[config.mk]
export PLATFORM = sky130hd
export DESIGN_NAME = lrl_cell
export DESIGN_NICKNAME = d
export VERILOG_FILES = /design/src/hw/rtl/lrl_pkg.sv /design/src/hw/rtl/lrl_cell.sv
export SDC_FILE = /design/constraint.sdc
export NUM_CORES = 2
export LEC_CHECK = 0
export BUFFER_PORTS_ARGS = -buffer_cell sky130_fd_sc_hd__buf_4
export CORE_ASPECT_RATIO = 1.2
export CORE_MARGIN = 4
export CORE_UTILIZATION = 40
export CTS_CLUSTER_SIZE = 30
export DETAILED_ROUTE_END_ITERATION = 8
export GPL_TIMING_DRIVEN = 0
export PLACE_DENSITY = 0.63
export SLEW_MARGIN = 0
export SYNTH_ARGS = -nofsm -noshare
export SYNTH_HDL_FRONTEND = slang
export SYNTH_SLANG_ARGS = --single-unit
[constraint.sdc]
create_clock -name i_clk -period 16.5 [get_ports i_clk]
set_clock_uncertainty 0.1 [all_clocks]
set_input_delay 1.65 -clock i_clk [delete_from_list [all_inputs] [get_ports i_clk]]
set_output_delay 1.65 -clock i_clk [all_outputs]
set_load 0.02 [all_outputs]
[src/hw/rtl/lrl_pkg.sv]
package lrl_pkg;

    localparam int DEF_MAX_SEGMENTS = 64;
    localparam int DEF_SEQ_BITS     = 32;

    localparam logic [1:0] CMD_INS = 2'd0;
    localparam logic [1:0] CMD_REM = 2'd1;
    localparam logic [1:0] CMD_POP = 2'd2;

    typedef logic [3:0] t_mode;

    localparam t_mode MODE_IDLE      = 4'd0;
    localparam t_mode MODE_COMBINE   = 4'd1;
    localparam t_mode MODE_ABSORB    = 4'd2;
    localparam t_mode MODE_PLACE     = 4'd3;
    localparam t_mode MODE_DROP      = 4'd4;
    localparam t_mode MODE_SPLIT     = 4'd5;
    localparam t_mode MODE_TRIM      = 4'd6;
    localparam t_mode MODE_POP_SHIFT = 4'd7;
    localparam t_mode MODE_POP_INC   = 4'd8;

    typedef struct packed {
        logic        is_ins;
        t_mode       mode;
    } t_ctl;

    typedef struct packed {
        logic valid;
        logic merge;
        logic above;
        logic split;
        logic drop;
    } t_flags;

    typedef struct packed {
        logic [1:0]  cmd;
        logic [31:0] range_low;
        logic [31:0] range_high;
    } t_in;

    typedef struct packed {
        logic [31:0] popped_seq;
        logic        popped_valid;
        logic [31:0] lost_total;
        logic [6:0]  segment_total;
        logic        table_overflow;
    } t_out;

endpackage

[src/hw/rtl/lrl_cell.sv]
module lrl_cell #(
    parameter int SEQ_BITS = lrl_pkg::DEF_SEQ_BITS,
    parameter int UW       = 7,
    parameter int IDX      = 0
) (
    input  logic                 i_clk,
    input  lrl_pkg::t_ctl        i_ctl,
    input  logic [SEQ_BITS-1:0]  i_lo,
    input  logic [SEQ_BITS-1:0]  i_hi,
    input  logic [UW-1:0]        i_used,
    input  lrl_pkg::t_flags      i_prev_flags,
    input  logic [SEQ_BITS-1:0]  i_prev_f,
    input  logic [SEQ_BITS-1:0]  i_prev_l,
    input  logic [SEQ_BITS-1:0]  i_next_f,
    input  logic [SEQ_BITS-1:0]  i_next_l,
    output logic [SEQ_BITS-1:0]  o_f,
    output logic [SEQ_BITS-1:0]  o_l,
    output lrl_pkg::t_flags      o_flags,
    output logic [SEQ_BITS:0]    o_add_cmb,
    output logic [SEQ_BITS:0]    o_add_abs,
    output logic [SEQ_BITS:0]    o_sub_drop,
    output logic [SEQ_BITS:0]    o_sub_lo,
    output logic [SEQ_BITS:0]    o_sub_hi
);

    localparam int XW = SEQ_BITS + 1;
    localparam logic [UW-1:0] MY_IDX = UW'(IDX);
    localparam logic [XW-1:0] ONE_X  = XW'(1);

    logic [SEQ_BITS-1:0] r_f, r_l, n_f, n_l;
    logic [XW-1:0] fx, lx, lox, hix, nfx, nlx;
    logic [XW-1:0] sz_self, sz_next, sz_cmb, sz_abs;
    logic [SEQ_BITS-1:0] u_f, u_l_abs, u_l_cmb;
    logic valid, at_end, below_i, above_i, ins_merge;
    logic below_r, above_r, hit, drop, split, lowtrim, hightrim;
    logic first_merge;
    lrl_pkg::t_flags flags;

    always_comb begin
        fx  = {1'b0, r_f};
        lx  = {1'b0, r_l};
        lox = {1'b0, i_lo};
        hix = {1'b0, i_hi};
        nfx = {1'b0, i_next_f};
        nlx = {1'b0, i_next_l};
        valid  = MY_IDX < i_used;
        at_end = MY_IDX == i_used;

        below_i   = (lx + ONE_X) < lox;
        above_i   = fx > (hix + ONE_X);
        ins_merge = valid && !below_i && !above_i;

        below_r  = r_l < i_lo;
        above_r  = r_f > i_hi;
        hit      = valid && !below_r && !above_r;
        drop     = hit && (r_f >= i_lo) && (r_l <= i_hi);
        split    = hit && (r_f < i_lo) && (r_l > i_hi);
        lowtrim  = hit && (r_f < i_lo) && (r_l <= i_hi);
        hightrim = hit && (r_f >= i_lo) && (r_l > i_hi);

        flags.valid = valid;
        flags.merge = i_ctl.is_ins && ins_merge;
        flags.above = valid && (i_ctl.is_ins ? above_i : above_r);
        flags.split = !i_ctl.is_ins && split;
        flags.drop  = !i_ctl.is_ins && drop;
        first_merge = flags.merge && !i_prev_flags.merge;

        u_f     = (r_f < i_lo) ? r_f : i_lo;
        u_l_abs = (r_l > i_hi) ? r_l : i_hi;
        u_l_cmb = (i_next_l > i_hi) ? i_next_l : i_hi;

        sz_self = lx - fx + ONE_X;
        sz_next = nlx - nfx + ONE_X;
        sz_cmb  = {1'b0, u_l_cmb} - {1'b0, u_f} + ONE_X;
        sz_abs  = {1'b0, u_l_abs} - {1'b0, u_f} + ONE_X;

        o_add_cmb  = first_merge ? (sz_cmb - sz_self - sz_next) : '0;
        o_add_abs  = first_merge ? (sz_abs - sz_self) : '0;
        o_sub_drop = (flags.drop && !i_prev_flags.drop) ? sz_self : '0;
        o_sub_lo   = (!i_ctl.is_ins && lowtrim) ? (lx - lox + ONE_X) : '0;
        o_sub_hi   = (!i_ctl.is_ins && hightrim) ? (hix - fx + ONE_X) : '0;
    end

    always_comb begin
        n_f = r_f;
        n_l = r_l;
        unique case (i_ctl.mode)
            lrl_pkg::MODE_COMBINE: begin
                if (first_merge) begin
                    n_f = u_f;
                    n_l = u_l_cmb;
                end else if (valid && !below_i) begin
                    n_f = i_next_f;
                    n_l = i_next_l;
                end
            end
            lrl_pkg::MODE_ABSORB: begin
                if (flags.merge) begin
                    n_f = u_f;
                    n_l = u_l_abs;
                end
            end
            lrl_pkg::MODE_PLACE: begin
                if (flags.above || at_end) begin
                    if (i_prev_flags.above) begin
                        n_f = i_prev_f;
                        n_l = i_prev_l;
                    end else begin
                        n_f = i_lo;
                        n_l = i_hi;
                    end
                end
            end
            lrl_pkg::MODE_DROP: begin
                if (valid && (r_f >= i_lo)) begin
                    n_f = i_next_f;
                    n_l = i_next_l;
                end
            end
            lrl_pkg::MODE_SPLIT: begin
                if (flags.split) begin
                    n_l = i_lo - 1'b1;
                end else if (flags.above || at_end) begin
                    if (i_prev_flags.split) begin
                        n_f = i_hi + 1'b1;
                        n_l = i_prev_l;
                    end else if (i_prev_flags.above) begin
                        n_f = i_prev_f;
                        n_l = i_prev_l;
                    end
                end
            end
            lrl_pkg::MODE_TRIM: begin
                if (lowtrim) begin
                    n_l = i_lo - 1'b1;
                end else if (hightrim) begin
                    n_f = i_hi + 1'b1;
                end
            end
            lrl_pkg::MODE_POP_SHIFT: begin
                n_f = i_next_f;
                n_l = i_next_l;
            end
            lrl_pkg::MODE_POP_INC: begin
                if (MY_IDX == '0) begin
                    n_f = r_f + 1'b1;
                end
            end
            default: begin
                n_f = r_f;
                n_l = r_l;
            end
        endcase
    end

    always_ff @(posedge i_clk) begin
        r_f <= n_f;
        r_l <= n_l;
    end

    assign o_f     = r_f;
    assign o_l     = r_l;
    assign o_flags = flags;

endmodule

==> out/summary.md <==
* **combinational family with the most area after synthesis** adder cells
* **Sw Pwr** 3510 uW
* **peak per-stage delay on the critical path** 0.73 ns
* **worst max-slew margin expressed relative to the limit** 0.111
* **post-layout min period** 13.24 ns
* **number of nets in the finished design** 4690
* **Crit Path Category** in -> out
* **area enclosed by the die boundary** 70300 um^2
* **DRC violation total after the first TritonRoute iteration** 3703
* **Clk network pwr share** 0.033
* **worst slew pin tran** 1.33 ns
* **cell with the most instances after synthesis** sky130_fd_sc_hd__ha_1
* **leakage power summed over all cells** 0.0154 uW
* **post-synthesis cell area** 26400 um^2
* **# clock sinks** 64
* **antenna viol nets, final** 0
* **antenna violations before repair** 31
* **CTS Buffer Depth** 2
* **Synth top cells by count** 483 x sky130_fd_sc_hd__ha_1, 431 x sky130_fd_sc_hd__inv_1, 349 x sky130_fd_sc_hd__nor2_1
* **fraction of synthesis flops using an asynchronous set or reset pin** 0
* **Std-Cell Rows** 103
* **share of final-layout standard cells stronger than drive strength 1** 0.133
* **Setup Total Neg Slack** 0 ns
* **cell taking the most area after synthesis** sky130_fd_sc_hd__ha_1
* **pin count of the biggest net entering global routing** 13
* **portion of the post-synthesis area used by sequential elements** 0.0727
* **part of the cycle the worst path needs** 0.803
* **VDD IR max** 0.255 mV
* **type of origin of the critical path** input pin
* **Skew-Pair Late Insertion Delay** 0.37 ns
* **synthesis-stage register bit count** 64
* **clock transition at the register clock pins on the worst setup and hold paths after CTS** 0.06 ns
* **required time of the worst setup path** 14.75 ns
* **Worst Path Buf+Inv** 8
* **detailed-route DRC error count** 0
* **Final setup violation count** 0
* **total count of hold-check failures in the final report** 0
* **top-area cell type share of the netlist area** 0.229
* **Chip Width** 243 um
* **top cells by area in the synthesized netlist** sky130_fd_sc_hd__ha_1 23%, sky130_fd_sc_hd__fa_1 11%, sky130_fd_sc_hd__edfxtp_1 7.3%
* **hold slack** 0.853 ns
* **number of buffers created by CTS** 9
* **result of the run** complete, no violations
* **Flop pwr share** 0.046
* **top_reg_cell synth** sky130_fd_sc_hd__edfxtp_1
* **number of warnings reported in the yosys synthesis log** 0
* **HPWL after detailed placement** 114000 um
* **power density cells** 199 nW/um^2
* **Util after Layout** 0.476
* **Critical Path AT** 11.49 ns
* **xor-xnor portion of the synthesized cell area** 0.0854
* **drt wl/cell** 27.7 um
* **count of flip-flops with a built-in enable after synthesis** 64
* **net count after synthesis** 4233
* **total length of routed wires** 131000 um
* **Avg Synthesized Cell Area** 7.79 um^2
* **Crit Path Max Fanout** 10
* **Post-Syn Instances** 3395
* **Slowest-stage cell, CP** sky130_fd_sc_hd__a2111oi_2
* **core outline area** 65600 um^2
* **Post-CTS Hold Fix Bufs** 0
* **Cell Int Power** 2700 uW
* **endpoint kind of the worst setup timing path** output pin
* **Root Buffer** sky130_fd_sc_hd__clkbuf_16
* **Max Clk Rate** 0.0755 GHz
* **max-cap violations** 0
* **area fraction in compound gates after synthesis** 0.226
* **Synth Area in Simple Gates** 0.159
* **number of setup buffers added after CTS** 0
* **height of the chip** 290 um
* **mux share of post-synthesis cell area** 0.0394
* **number of ports placed on the die boundary** 444
* **count of input and output buffers** 437
* **cell type group with the largest total delay on the critical path** compound AO/OA/AOI/OAI gates
* **via count** 28844
* **unrepaired setup endpoints after global routing** no
* **drt via density** 6.10
* **Initial Util** 0.403
* **GP Congestion** 1.07
* **unique cell type count in the Yosys netlist** 79
* **TritonCTS clock tree** done
* **vias in the first global route** 28420
* **area added between synthesis and finish** 18.1%
* **wire length of the first global-routing pass** 185000 um
* **cell with the most instances on the worst path** sky130_fd_sc_hd__a21oi_1
* **total power after layout** 6210 uW
* **worst min path class** reg -> reg
* **total global routing track utilization** 0.357
* **switching power share of the total** 0.565
* **depth of the CTS H-tree** 3
* **detailed-routing iteration count for the pre-antenna-repair pass** 8
* **overall overflow remaining after global route** 0
* **final-report max-slew violation count** 0
* **post-synthesis share of cell area spent on full adders, half adders and majority gates** 0.338
* **post-CTS resize count** 0
* **combinational share of power** 0.922
## worst paths after layout
kind | from | end | slack, ns | cells past startpoint
max | i_lo[29] | o_add_cmb[32] | 3.26 | 32
min | o_f[29] | o_f[29] | 0.85 | 3
max reg2reg | o_l[29] | o_f[4] | 9.70 | 13
min reg2reg | o_f[29] | o_f[29] | 0.85 | 3
## tightest hold or removal path, delay by kind of cell, from the launching register on
kind / cells / cell delay, ns
xor+xnor: 1 / 0.16
flops: 1 / 0.55
compound gates: 2 / 0.12
## kinds of logic after synthesis
kind of cell	after synthesis
AO/OA/AOI/OAI	896
buffers and inverters	536
AND/OR/NAND/NOR	909
multiplexers	104
XOR/XNOR	258
flip-flops	64
adder cells (fa/ha/maj)	628
## routing by layer
layer	global-route usage	share of wire	up-vias
met4	0.236	0.076	10
li1	-	-	13058
met1	0.452	0.39	13627
met3	0.0630	0.10	406
met2	0.561	0.44	1743
met5	0	0.00057	-
## sequential cells by signal, summed over array words and instances (netlist names)
name  flops
o_l      32
o_f      32
## cells in the final DEF (no fill, tap or decap), drive strengths merged, types with 20 or more instances in the layout
cell type	instances
nor2b	31
edfxtp	64
fa	145
nand4	65
a21oi	236
mux2i	104
nand2	198
o221ai	43
xnor2	190
buf	472
a221oi	54
clkbuf	90
a21o	138
and3	25
o21bai	27
nor2	350
nand3	78
xor2	68
ha	483
o211ai	20
o21ai	178
diode	31
a31oi	31
nor3	61
nand2b	26
inv	431
## stage by stage
step	cell area (um^2)	worst slack (ns)	instances
floorplan	26400	6.33	3395
global placement	30800	3.33	4672
detailed placement	30900	3.41	4680
CTS	31200	3.37	4695
global route	31200	2.99	4717
finish	31200	3.26	4727
## cell type report
| type | instances | area [um^2] |
|---|---|---|
| diodes | 31 | 77.6 |
| plain buffers | 105 | 457 |
| clock buffers | 11 | 233 |
| clock inverters | 4 | 46.3 |
| fillers | 6811 | 34400 |
| inverters | 431 | 1620 |
| multi-input cells | 2795 | 22500 |
| flip-flops and latches | 64 | 1920 |
| well taps | 840 | 1050 |
| repair buffers | 446 | 3360 |
## power groups by stage
| stage | clock network [uW] | logic, uW | registers, uW |
|---|---|---|---|
| after global routing | 204 | 6410 | 283 |
| after global placement | 0 | 5620 | 284 |
| after detailed placement | 0 | 5640 | 281 |
| after CTS | 201 | 5690 | 277 |
| after floorplan | 0 | 4230 | 271 |
| final | 204 | 5720 | 283 |
(Power assumes the default switching activity.)
